$ cat src/rtl/hamdec_pkg.sv
// ----------------------------------------------------------------------------
// hamdec_pkg
// Shared types and constants for the hold-and-modify pixel decoder: stream
// field layout, action codes and the request record passed through the queue.
// ----------------------------------------------------------------------------
package hamdec_pkg;

    // Palette size default and request queue depth.
    localparam int PALETTE_DEPTH_DEF = 64;
    localparam int QUEUE_DEPTH       = 4;

    // Pixel group shape.
    localparam int PIX_PER_GROUP = 8;
    localparam int PIX_CNT_W     = $clog2(PIX_PER_GROUP);
    localparam int NUM_PLANES    = 8;
    localparam int PLANE_W       = 8;
    localparam int PIX_W         = NUM_PLANES;

    // Field widths.
    localparam int IDX_W   = 6;
    localparam int COLOR_W = 24;
    localparam int CHAN_W  = 6;
    localparam int OUT_W   = 8;

    // Stream layout: index, color, then plane bytes 0 to 7, padded to bytes.
    localparam int PLANE_LSB  = IDX_W + COLOR_W;
    localparam int S_TDATA_W  = 96;
    localparam int S_TUSER_W  = 2;
    localparam int M_TDATA_W  = 3 * OUT_W;

    // Request kinds.
    localparam logic KIND_PALETTE = 1'b0;
    localparam logic KIND_GROUP   = 1'b1;

    // Decode modes.
    localparam logic MODE_HAM6 = 1'b0;
    localparam logic MODE_HAM8 = 1'b1;

    // Per-pixel actions.
    localparam logic [1:0] ACT_PALETTE = 2'd0;
    localparam logic [1:0] ACT_BLUE    = 2'd1;
    localparam logic [1:0] ACT_RED     = 2'd2;
    localparam logic [1:0] ACT_GREEN   = 2'd3;

    // One classified pixel: action and its color operand.
    typedef struct packed {
        logic [1:0]        code;
        logic [CHAN_W-1:0] colour;
    } pix_op_t;

    // One queued request; pixel ops are meaningful for groups only.
    typedef struct packed {
        logic                               kind;
        logic                               row_start;
        logic [IDX_W-1:0]                   index;
        logic [COLOR_W-1:0]                 color;
        pix_op_t [PIX_PER_GROUP-1:0]        pix;
    } req_t;

endpackage

$ cat src/rtl/hamdec_ram.sv
// ----------------------------------------------------------------------------
// hamdec_ram
// Generic single-write, single-read RAM with a registered, enabled read port.
// ----------------------------------------------------------------------------
module hamdec_ram #(
    parameter int  WIDTH = 24,
    parameter int  DEPTH = 64,
    localparam int AW    = (DEPTH > 1) ? $clog2(DEPTH) : 1
) (
    input  logic             aclk,
    input  logic             wr_en,
    input  logic [AW-1:0]    wr_addr,
    input  logic [WIDTH-1:0] wr_data,
    input  logic             rd_en,
    input  logic [AW-1:0]    rd_addr,
    output logic [WIDTH-1:0] rd_data
);

    logic [WIDTH-1:0] mem [DEPTH];

    // Write port.
    always_ff @(posedge aclk) begin
        if (wr_en) begin
            mem[wr_addr] <= wr_data;
        end
    end

    // Registered read; data holds while the read is not enabled.
    always_ff @(posedge aclk) begin
        if (rd_en) begin
            rd_data <= mem[rd_addr];
        end
    end

endmodule

$ cat src/rtl/hamdec_front.sv
// ----------------------------------------------------------------------------
// hamdec_front
// Accepts requests, gathers each pixel's bits across the planes, splits them
// into action and color by mode, and queues the result for the back end.
// ----------------------------------------------------------------------------
module hamdec_front (
    input  logic                              aclk,
    input  logic                              aresetn,
    input  logic                              ham_mode,
    input  logic                              s_axis_tvalid,
    output logic                              s_axis_tready,
    // [5:0] palette_index, [29:6] palette_color, [37:30] plane_byte_0 ...
    // [93:86] plane_byte_7, [95:94] zero
    input  logic [hamdec_pkg::S_TDATA_W-1:0]  s_axis_tdata,
    // [0] kind, [1] row_start
    input  logic [hamdec_pkg::S_TUSER_W-1:0]  s_axis_tuser,
    output logic                              q_valid,
    output hamdec_pkg::req_t                  q_req,
    input  logic                              q_pop
);
    import hamdec_pkg::*;

    localparam int PTR_W = $clog2(QUEUE_DEPTH);
    localparam int CNT_W = $clog2(QUEUE_DEPTH + 1);
    localparam logic [CNT_W-1:0] FULL_CNT = CNT_W'(QUEUE_DEPTH);
    localparam logic [PTR_W-1:0] LAST_PTR = PTR_W'(QUEUE_DEPTH - 1);

    req_t             new_req;
    req_t             queue_reg [QUEUE_DEPTH];
    logic [PTR_W-1:0] wr_ptr_reg, rd_ptr_reg;
    logic [CNT_W-1:0] count_reg;
    logic             push;

    // Classify the incoming request and transpose planes into pixels.
    always_comb begin
        logic [PIX_W-1:0] pix_bits;
        new_req.kind      = s_axis_tuser[0];
        new_req.row_start = s_axis_tuser[1];
        new_req.index     = s_axis_tdata[IDX_W-1:0];
        new_req.color     = s_axis_tdata[PLANE_LSB-1:IDX_W];
        for (int k = 0; k < PIX_PER_GROUP; k++) begin
            // Leftmost pixel comes from bit 7 of each plane byte.
            for (int p = 0; p < NUM_PLANES; p++) begin
                pix_bits[p] = s_axis_tdata[PLANE_LSB + PLANE_W * p + (PLANE_W - 1 - k)];
            end
            if (ham_mode == MODE_HAM8) begin
                new_req.pix[k].code   = pix_bits[7:6];
                new_req.pix[k].colour = pix_bits[5:0];
            end else begin
                new_req.pix[k].code   = pix_bits[5:4];
                new_req.pix[k].colour = {2'b00, pix_bits[3:0]};
            end
        end
    end

    assign s_axis_tready = (count_reg != FULL_CNT);
    assign push          = s_axis_tvalid && s_axis_tready;
    assign q_valid       = (count_reg != '0);
    assign q_req         = queue_reg[rd_ptr_reg];

    // Queue storage.
    always_ff @(posedge aclk) begin
        if (push) begin
            queue_reg[wr_ptr_reg] <= new_req;
        end
    end

    // Queue pointers and fill count.
    always_ff @(posedge aclk) begin
        if (!aresetn) begin
            wr_ptr_reg <= '0;
            rd_ptr_reg <= '0;
            count_reg  <= '0;
        end else begin
            if (push) begin
                wr_ptr_reg <= (wr_ptr_reg == LAST_PTR) ? '0 : wr_ptr_reg + 1'b1;
            end
            if (q_pop) begin
                rd_ptr_reg <= (rd_ptr_reg == LAST_PTR) ? '0 : rd_ptr_reg + 1'b1;
            end
            if (push && !q_pop) begin
                count_reg <= count_reg + 1'b1;
            end else if (!push && q_pop) begin
                count_reg <= count_reg - 1'b1;
            end
        end
    end

endmodule

$ cat src/rtl/hamdec_back.sv
// ----------------------------------------------------------------------------
// hamdec_back
// Executes queued requests in order: palette writes go to the palette RAM,
// pixel groups step one pixel per cycle unless the output stalls, through a
// palette read stage that updates the held color and an output register.
// ----------------------------------------------------------------------------
module hamdec_back #(
    parameter int PALETTE_DEPTH = hamdec_pkg::PALETTE_DEPTH_DEF
) (
    input  logic                              aclk,
    input  logic                              aresetn,
    input  logic                              ham_mode,
    input  logic                              q_valid,
    input  hamdec_pkg::req_t                  q_req,
    output logic                              q_pop,
    output logic                              m_axis_tvalid,
    input  logic                              m_axis_tready,
    // [7:0] red, [15:8] green, [23:16] blue
    output logic [hamdec_pkg::M_TDATA_W-1:0]  m_axis_tdata,
    output logic                              m_axis_tlast
);
    import hamdec_pkg::*;

    localparam int ADDR_W = (PALETTE_DEPTH > 1) ? $clog2(PALETTE_DEPTH) : 1;
    localparam logic [IDX_W:0]     DEPTH_LIM = (IDX_W + 1)'(PALETTE_DEPTH);
    localparam logic [PIX_CNT_W-1:0] LAST_PIX = PIX_CNT_W'(PIX_PER_GROUP - 1);

    typedef struct packed {
        logic [CHAN_W-1:0] red;
        logic [CHAN_W-1:0] green;
        logic [CHAN_W-1:0] blue;
    } rgb6_t;

    // Palette color to held channels: keep the top bits the mode uses.
    function automatic rgb6_t to_held(input logic [COLOR_W-1:0] c, input logic ham8);
        rgb6_t h;
        if (ham8) begin
            h.red   = c[23:18];
            h.green = c[15:10];
            h.blue  = c[7:2];
        end else begin
            h.red   = {2'b00, c[23:20]};
            h.green = {2'b00, c[15:12]};
            h.blue  = {2'b00, c[7:4]};
        end
        return h;
    endfunction

    // Held channel to 8 bits by replicating its top bits.
    function automatic logic [OUT_W-1:0] widen(input logic [CHAN_W-1:0] v, input logic ham8);
        return ham8 ? {v, v[5:4]} : {v[3:0], v[3:0]};
    endfunction

    logic                     advance, a_fire, a_write, a_pix;
    logic [PIX_CNT_W-1:0]     k_reg;
    pix_op_t                  cur_op;
    logic                     wr_in_range, rd_in_range, ram_we;
    logic [ADDR_W-1:0]        wr_addr, rd_addr;
    logic [COLOR_W-1:0]       ram_rdata;
    logic [PALETTE_DEPTH-1:0] entry_valid_reg;
    logic [COLOR_W-1:0]       entry0_reg;

    logic                     b_valid_reg, b_row_reg, b_last_reg, b_ok_reg;
    pix_op_t                  b_op_reg;
    rgb6_t                    held_reg, held_next, held_base;
    logic [COLOR_W-1:0]       pal_color;

    logic                     out_valid_reg, out_last_reg;
    logic [M_TDATA_W-1:0]     out_data_reg;

    // Whole pipeline moves when the output register can take a pixel.
    assign advance = !out_valid_reg || m_axis_tready;
    assign a_fire  = advance && q_valid;
    assign a_write = a_fire && (q_req.kind == KIND_PALETTE);
    assign a_pix   = a_fire && (q_req.kind == KIND_GROUP);
    assign cur_op  = q_req.pix[k_reg];
    assign q_pop   = a_write || (a_pix && (k_reg == LAST_PIX));

    // Palette addressing; entries beyond the depth are never stored.
    assign wr_in_range = ({1'b0, q_req.index} < DEPTH_LIM);
    assign rd_in_range = ({1'b0, cur_op.colour} < DEPTH_LIM);
    assign wr_addr     = q_req.index[ADDR_W-1:0];
    assign rd_addr     = cur_op.colour[ADDR_W-1:0];
    assign ram_we      = a_write && wr_in_range;

    hamdec_ram #(
        .WIDTH (COLOR_W),
        .DEPTH (PALETTE_DEPTH)
    ) u_palette (
        .aclk    (aclk),
        .wr_en   (ram_we),
        .wr_addr (wr_addr),
        .wr_data (q_req.color),
        .rd_en   (a_pix),
        .rd_addr (rd_addr),
        .rd_data (ram_rdata)
    );

    // Written flags and a copy of entry 0 for row starts.
    always_ff @(posedge aclk) begin
        if (!aresetn) begin
            entry_valid_reg <= '0;
            entry0_reg      <= '0;
        end else if (ram_we) begin
            entry_valid_reg[wr_addr] <= 1'b1;
            if (q_req.index == '0) begin
                entry0_reg <= q_req.color;
            end
        end
    end

    // Pixel counter within the current group.
    always_ff @(posedge aclk) begin
        if (!aresetn) begin
            k_reg <= '0;
        end else if (a_pix) begin
            k_reg <= (k_reg == LAST_PIX) ? '0 : k_reg + 1'b1;
        end
    end

    // Read stage: pixel op waits here for the palette data.
    always_ff @(posedge aclk) begin
        if (!aresetn) begin
            b_valid_reg <= 1'b0;
        end else if (advance) begin
            b_valid_reg <= a_pix;
        end
    end

    always_ff @(posedge aclk) begin
        if (a_pix) begin
            b_op_reg   <= cur_op;
            b_row_reg  <= q_req.row_start && (k_reg == '0);
            b_last_reg <= (k_reg == LAST_PIX);
            b_ok_reg   <= rd_in_range && entry_valid_reg[rd_addr];
        end
    end

    // Held color update for the pixel in the read stage.
    always_comb begin
        held_base = b_row_reg ? to_held(entry0_reg, ham_mode) : held_reg;
        pal_color = b_ok_reg ? ram_rdata : '0;
        held_next = held_base;
        case (b_op_reg.code)
            ACT_PALETTE: held_next       = to_held(pal_color, ham_mode);
            ACT_BLUE:    held_next.blue  = b_op_reg.colour;
            ACT_RED:     held_next.red   = b_op_reg.colour;
            ACT_GREEN:   held_next.green = b_op_reg.colour;
            default:     held_next       = held_base;
        endcase
    end

    always_ff @(posedge aclk) begin
        if (!aresetn) begin
            held_reg <= '0;
        end else if (advance && b_valid_reg) begin
            held_reg <= held_next;
        end
    end

    // Output register.
    always_ff @(posedge aclk) begin
        if (!aresetn) begin
            out_valid_reg <= 1'b0;
        end else if (advance) begin
            out_valid_reg <= b_valid_reg;
        end
    end

    always_ff @(posedge aclk) begin
        if (advance && b_valid_reg) begin
            out_data_reg <= {widen(held_next.blue, ham_mode),
                             widen(held_next.green, ham_mode),
                             widen(held_next.red, ham_mode)};
            out_last_reg <= b_last_reg;
        end
    end

    assign m_axis_tvalid = out_valid_reg;
    assign m_axis_tdata  = out_data_reg;
    assign m_axis_tlast  = out_last_reg;

endmodule

$ cat src/rtl/planar_ham_pixel_decoder.sv
// ----------------------------------------------------------------------------
// planar_ham_pixel_decoder
// Hold-and-modify (HAM6 / HAM8) bitplane decoder with a stream interface.
// ----------------------------------------------------------------------------
// A palette request writes one 24-bit color in the back end; a pixel-group
// request yields eight RGB pixels, leftmost first, at one pixel per cycle
// while the output is not stalled. That rate is set by the single palette
// RAM read port, which serves one pixel per cycle, and by the held color,
// which each pixel updates in turn. A pixel issued from the head of the
// queue passes a palette read stage, then the output register, so with an
// idle block the first pixel of a group is presented once the group has
// passed through the queue and both registers, and the others follow one
// per cycle while the output is not stalled. A four-deep request queue
// sits between the input and the back end, so input is taken while results
// are stalled, until the queue is full. The palette needs no clearing pass
// after reset: per-entry written flags make unwritten entries read as black.
// ham_mode must only be written while the block is idle.
// ----------------------------------------------------------------------------
module planar_ham_pixel_decoder #(
    parameter int PALETTE_DEPTH = hamdec_pkg::PALETTE_DEPTH_DEF
) (
    input  logic                              aclk,
    input  logic                              aresetn,
    // Mode register: 0 = HAM6, 1 = HAM8.
    input  logic                              cfg_wr_en,
    input  logic                              cfg_wr_data,
    input  logic                              s_axis_tvalid,
    output logic                              s_axis_tready,
    // [5:0] palette_index, [29:6] palette_color, [37:30] plane_byte_0,
    // [45:38] plane_byte_1, [53:46] plane_byte_2, [61:54] plane_byte_3,
    // [69:62] plane_byte_4, [77:70] plane_byte_5, [85:78] plane_byte_6,
    // [93:86] plane_byte_7, [95:94] zero
    input  logic [hamdec_pkg::S_TDATA_W-1:0]  s_axis_tdata,
    // [0] kind, [1] row_start
    input  logic [hamdec_pkg::S_TUSER_W-1:0]  s_axis_tuser,
    output logic                              m_axis_tvalid,
    input  logic                              m_axis_tready,
    // [7:0] red, [15:8] green, [23:16] blue
    output logic [hamdec_pkg::M_TDATA_W-1:0]  m_axis_tdata,
    // last_of_group
    output logic                              m_axis_tlast
);
    import hamdec_pkg::*;

    logic ham_mode_reg;
    logic q_valid, q_pop;
    req_t q_req;

    // Mode register.
    always_ff @(posedge aclk) begin
        if (!aresetn) begin
            ham_mode_reg <= MODE_HAM6;
        end else if (cfg_wr_en) begin
            ham_mode_reg <= cfg_wr_data;
        end
    end

    hamdec_front u_front (
        .aclk          (aclk),
        .aresetn       (aresetn),
        .ham_mode      (ham_mode_reg),
        .s_axis_tvalid (s_axis_tvalid),
        .s_axis_tready (s_axis_tready),
        .s_axis_tdata  (s_axis_tdata),
        .s_axis_tuser  (s_axis_tuser),
        .q_valid       (q_valid),
        .q_req         (q_req),
        .q_pop         (q_pop)
    );

    hamdec_back #(
        .PALETTE_DEPTH (PALETTE_DEPTH)
    ) u_back (
        .aclk          (aclk),
        .aresetn       (aresetn),
        .ham_mode      (ham_mode_reg),
        .q_valid       (q_valid),
        .q_req         (q_req),
        .q_pop         (q_pop),
        .m_axis_tvalid (m_axis_tvalid),
        .m_axis_tready (m_axis_tready),
        .m_axis_tdata  (m_axis_tdata),
        .m_axis_tlast  (m_axis_tlast)
    );

endmodule
$ cat config.mk
export PLATFORM = sky130hd
export DESIGN_NAME = planar_ham_pixel_decoder
export DESIGN_NICKNAME = d
export VERILOG_FILES = /design/src/rtl/hamdec_pkg.sv /design/src/rtl/hamdec_ram.sv /design/src/rtl/hamdec_front.sv /design/src/rtl/hamdec_back.sv /design/src/rtl/planar_ham_pixel_decoder.sv
export SDC_FILE = /design/constraint.sdc
export NUM_CORES = 2
export LEC_CHECK = 0
export BUFFER_PORTS_ARGS = -buffer_cell sky130_fd_sc_hd__buf_2
export CAP_MARGIN = 20
export CORE_UTILIZATION = 50
export CTS_BUF_LIST = sky130_fd_sc_hd__clkbuf_16
export DETAILED_ROUTE_END_ITERATION = 16
export PLACE_DENSITY = 0.66
export SYNTH_ARGS = -nofsm -noshare
export SYNTH_HDL_FRONTEND = slang
export SYNTH_SLANG_ARGS = --single-unit
$ cat constraint.sdc
create_clock -name aclk -period 9.09 [get_ports aclk]
set_input_delay 0.909 -clock aclk [delete_from_list [all_inputs] [get_ports aclk]]
set_output_delay 0.909 -clock aclk [all_outputs]
set_load 0.01 [all_outputs]
After elaboration in Yosys (flattened, before gate mapping) --
Memory sizes are Yosys's and may differ from the RTL's. A register that Yosys moved wholly into a read port is not among the register bits. Cells that the tools add are included.
Operators by class: $add $sub $neg 5, magnitude comparators 4, equality and inequality tests 7, multiplexer cells 35, bitwise logic cells 2, reductions and logical operators 21
Operators by type and width (number):
- two-way mux 8 bit | 12
- bitwise OR 64 bit | 1
- two-way mux 18 bit | 3
- one-hot mux 6 bit (2 select lines) | 3
- binary-select mux 8 bit (select 3 bit) | 1
- two-way mux 24 bit | 1
- < comparator 6 x 7 -> 1 bit, second input constant | 2
- logical AND 1 bit | 10
- two-way mux 3 bit | 3
- equality test 2 bit, second input constant | 4
- two-way mux 2 bit | 4
- adder 3 x 1 -> 3 bit, second input constant | 2
- binary-select mux 1 bit (select 6 bit) | 1
- demux 1 bit (select 6 bit) | 1
- greater-or-equal comparator 6 x 1 -> 1 bit, second input constant | 1
- zero test 6 bit | 1
- two-way mux 1 bit | 6
- adder 2 x 1 -> 2 bit, second input constant | 2
- < comparator 3 x 4 -> 1 bit, second input constant | 1
- equality test 3 bit, second input constant | 1
- zero test 1 bit | 3
- zero test 3 bit | 1
- inequality test 3 bit, second input constant | 1
- nonzero test 3 bit | 1
- other kinds (7) | 8
Storage, ports and cells: flip-flop bits (word level) 155, bits in writable memories 1920, input bits 104, output and inout port bits 27, word-level logic and storage cells 95, memories 2
Memory list:
- u_back.u_palette.mem | words 64, width 24, read ports 1, clocked after memory_dff 1, write ports 1, line hamdec_ram.sv:19 | logic [WIDTH-1:0] mem [DEPTH];
- u_front.queue_reg | words 4, width 96, read ports 1, clocked after memory_dff 1, write ports 1, line hamdec_front.sv:29 | req_t queue_reg [QUEUE_DEPTH];

Longest topological paths before layout --
depth in word-level cells 9, gate-level depth with buffers 17, depth with buffers taken out 11

Cells and area by module --
From an unflattened synthesis, not the netlist that was laid out.
Second synthesis, totals: cell total of the unflattened synthesis 3942, area total of the unflattened synthesis 81345.5 µm²
By module, submodules not included:
- hamdec_ram | instances 1, cells each 2610, area an instance 59535.8 µm², seq. area each 46844.9 µm²
- hamdec_front | instances 1, cells each 586, area an instance 14629.0 µm², seq. area each 11711.2 µm²
- hamdec_back | instances 1, cells each 743, area an instance 7144.4 µm², seq. area each 3183.1 µm²
- planar_ham_pixel_decoder | instances 1, cells each 3, area an instance 36.3 µm², seq. area each 20.0 µm²

Worst setup path after synthesis --
Ideal clock, no wire load.
kind flip-flop to flip-flop, from reg (tool-made name), to mem u_back.u_palette.mem[25][10] (enable), library setup time 394 ps, data arrival time 3142 ps, setup slack 5554 ps, cell stages (with the launch flop) 9, path buffers 4, period minus slack after synthesis 3536 ps, cell sequence dfxtp_1 > buf_4 > buf_4 > buf_6 > buf_2 > mux4_2 > nor3b_1 > nand2_1 > nor2_1
RTL lines (line):
- end: declaration | hamdec_ram.sv:19

==> impl_results.md <==
- Met3 usage: 3.889%
- Clock Pin Slew Worst Setup and Hold Paths: 0.06 ns
- Synthesized cell area: 0.06634 sq mm
- Seq/Total Area, Yosys: 74.36%
- Hold path depth: 1
- Max transition margin: 30.14%
- CP Max Fanout: 60
- Most frequent cells in the layout: edfxtp_1 (1566), mux2i_1 (750), nand2_1 (340)
- Post-DP HPWL: 88750 um
- RR Endpoint: u_back.u_palette.rd_data[5]
- Synth top area cells: edfxtp_1 (71%), mux2i_1 (11%), dfxtp_1 (3.5%), mux4_2 (3.2%), nand2_1 (1.9%)
- Area fraction in and, or, nand and nor cells after synthesis: 4.462%
- Post-CTS setup buffer count: 0
- Final Slew Violations: 0
- Most common cell after layout, fill and taps aside: edfxtp_1
- Switching power: 9.209 mW
- Post-Synthesis Cells: 3823
- Critical path class: reg -> reg
- Unrepaired setup endpoints after global routing: false
- Antenna Nets Post-Route: 0
- Die H: 366.3 um
- Largest family of logic cells by synthesized area: multiplexers
- Compound-Gate Fraction of Synth Area: 4.394%
- Outcome: finished clean
- Largest area contributor in the netlist: edfxtp_1
- Type of the tightest min-delay check: in -> reg
- DRT Wirelength: 155100 um
- Post-synth EDFFs: 1566
- Final net count: 4153
- Final period utilization: 64.01%
- TritonCTS sink count: 1681
- Avg WL per Cell: 26.15 um
- Synthesis warning total: 0
- Worst-Margin Slew: 1.048 ns
- M2 GR Usage: 37.30%
- Setup TNS: 0 ns
- Mux cell area share after synthesis: 14.97%
- Grt peak-use layer: met2
- CTS resizes: 0
- Hold path endpoint: u_front.queue_reg[2][87]
- Layout area overhead: 12.39%
- Overall die width: 366.3 um
- # rows: 133
- Vias in the first global route: 33960
- Num ports: 131
- Clk Latency, worst-skew pair: 0.76 ns
- Largest net degree at the start of global routing: 126
- Util after Layout: 56.64%
- Pwr dens: 346.2 mW/mm^2
- Num CTS Buffers: 163
- Global Route met1 Usage: 31.53%
- HP Start: s_axis_tdata[29]
- Crit path DAT: 6.33 ns
- Internal: 16.60 mW
- Post-Syn Nets: 3941
- Leak: 26.18 nW
- Sequential power share: 38.9%
- Maxcap violations: 0
- R2r worst-path depth: 9
- Die ar.: 0.1341 sq mm
- Yosys reg bits: 1681
- Clock tree root buffer cell: clkbuf_16
- TritonRoute pass-1 iters: 6
- Routability-driven placement congestion ratio: 0.8802
- Drt initial violations: 3743
- Clk buf depth: 3
- Post-Synth Adder-Cell Area: 0.2754%
- CTS tree: done
- Clock Power Share: 24.5%
- Yosys top cell area share: 70.89%
- Distinct cell type count after synthesis: 59
- Comb power frac: 36.6%
- Layout cells sized above 1: 15.84%
- First-pass GRT wire length: 226000 um
- Routed vias/inst: 5.880
- Cts hold-fix bufs: 0
- Ys async rst share: 0%
- Kind of end point of the critical path: flip-flop
- Worst vdd ir: 0.0003769 V
- Xor/xnor share of the synthesized area: 0.02640%
- Startpoint types: flip-flop
- PortBufs: 122
- Global route overflow: 0
- H-tree Lvls: 4
- Final Setup Violations: 0
- Crit path required time: 9.60 ns
- Final Hold Fails: 0
- Achievable clock frequency: 171.9 MHz
- Remaining DRCs: 0
- Top_reg_cell synth: edfxtp_1
- Fraction of power spent switching nets: 35.68%
- Mean post-synth cell area: 17.35 sq um
- GR Util All Layers: 22.90%
- Final Critical Period: 5.819 ns
- Clock skew: 0.02260 ns
- Max reg flops: 1152
- Initial Util: 50.40%
- Initial antenna violation count: 15
- Via count: 34870
- Core Box Area: 0.1316 sq mm
- Reg2Reg Setup Slack: 3.27 ns
synthesized netlist by cell type (all sizes together) (21+ instances only):
master  instances
inv            21
nand4          39
a32oi         113
mux2i         753
a22oi          78
clkbuf         70
nand3          70
mux4           94
a21oi          25
mux2           21
o21a           65
and2           31
nand2         342
edfxtp       1566
o21ai          24
a21boi         21
nor2           99
buf           132
dfxtp         115
kinds of logic after synthesis:
group | after synthesis
multiplexers | 868
adder cells (fa/ha/maj) | 14
AO/OA/AOI/OAI | 378
flip-flops | 1681
AND/OR/NAND/NOR | 656
buffers and inverters | 224
XOR/XNOR | 2
how the worst max path moves through the flow:
stage	cells after the start	end	start	slack [ns]
final	9	u_back.u_palette.rd_data[5]	flip-flop	3.27
after global routing	9	u_back.u_palette.rd_data[10]	flip-flop	3.12
after CTS	9	u_back.u_palette.rd_data[10]	flip-flop	3.21
after detailed placement	9	u_back.u_palette.rd_data[10]	flip-flop	3.21
after global placement	13	u_back.u_palette.rd_data[11]	flip-flop	3.08
after floorplan	8	u_back.u_palette.mem[25][10]	flip-flop	5.55
layout make-up:
| cell class | count | area [sq um] |
|---|---|---|
| diodes | 2 | 5.005 |
| repair buffers | 249 | 1747 |
| inverters | 22 | 85.08 |
| clock buffers | 172 | 4304 |
| multi-input cells | 1918 | 16180 |
| well taps | 1755 | 2196 |
| flip-flops and latches | 1681 | 49340 |
| clock inverters | 131 | 703.2 |
| fillers | 10000 | 57070 |
per-layer routing:
metal	part of all wire, %	wire length, um
met1	42	64450
met2	49	76240
met3	6.5	10050
met4	2.8	4347
met5	0.014	22
power by group through the flow:
stage	clock network [mW]	registers, mW	logic (mW)
after global routing	6.72	10.1	10.0
after detailed placement	0	10.2	9.40
after CTS	6.42	10.0	9.43
after global placement	0	10.2	9.30
after floorplan	0	10.0	6.38
final	6.33	10.0	9.45
metrics by stage:
step / std cells / hold WS, ns / instance area [sq um] / power [mW] / setup WS [ns]
finish: 5930 / 0.3570 / 74560 / 25.81 / 3.271
floorplan: 3823 / 0.4003 / 66340 / 16.43 / 5.554
global placement: 5611 / 0.4398 / 69310 / 19.49 / 3.078
global route: 5929 / 0.3257 / 74550 / 26.79 / 3.118
detailed placement: 5612 / 0.4399 / 69320 / 19.61 / 3.210
CTS: 5915 / 0.3032 / 74330 / 25.89 / 3.205
critical path, stage by stage, from the launching register on:
cell and delay (ns):
dfxtp_4 0.79, buf_4 0.65, mux4_2 0.60, mux4_2 0.53
mux2i_4 0.54, buf_4 0.85, mux2i_1 0.23, a32oi_1 0.50
nand4_1 0.39, or2_1 0.34
Note: power is estimated with default switching activity, not from simulation.
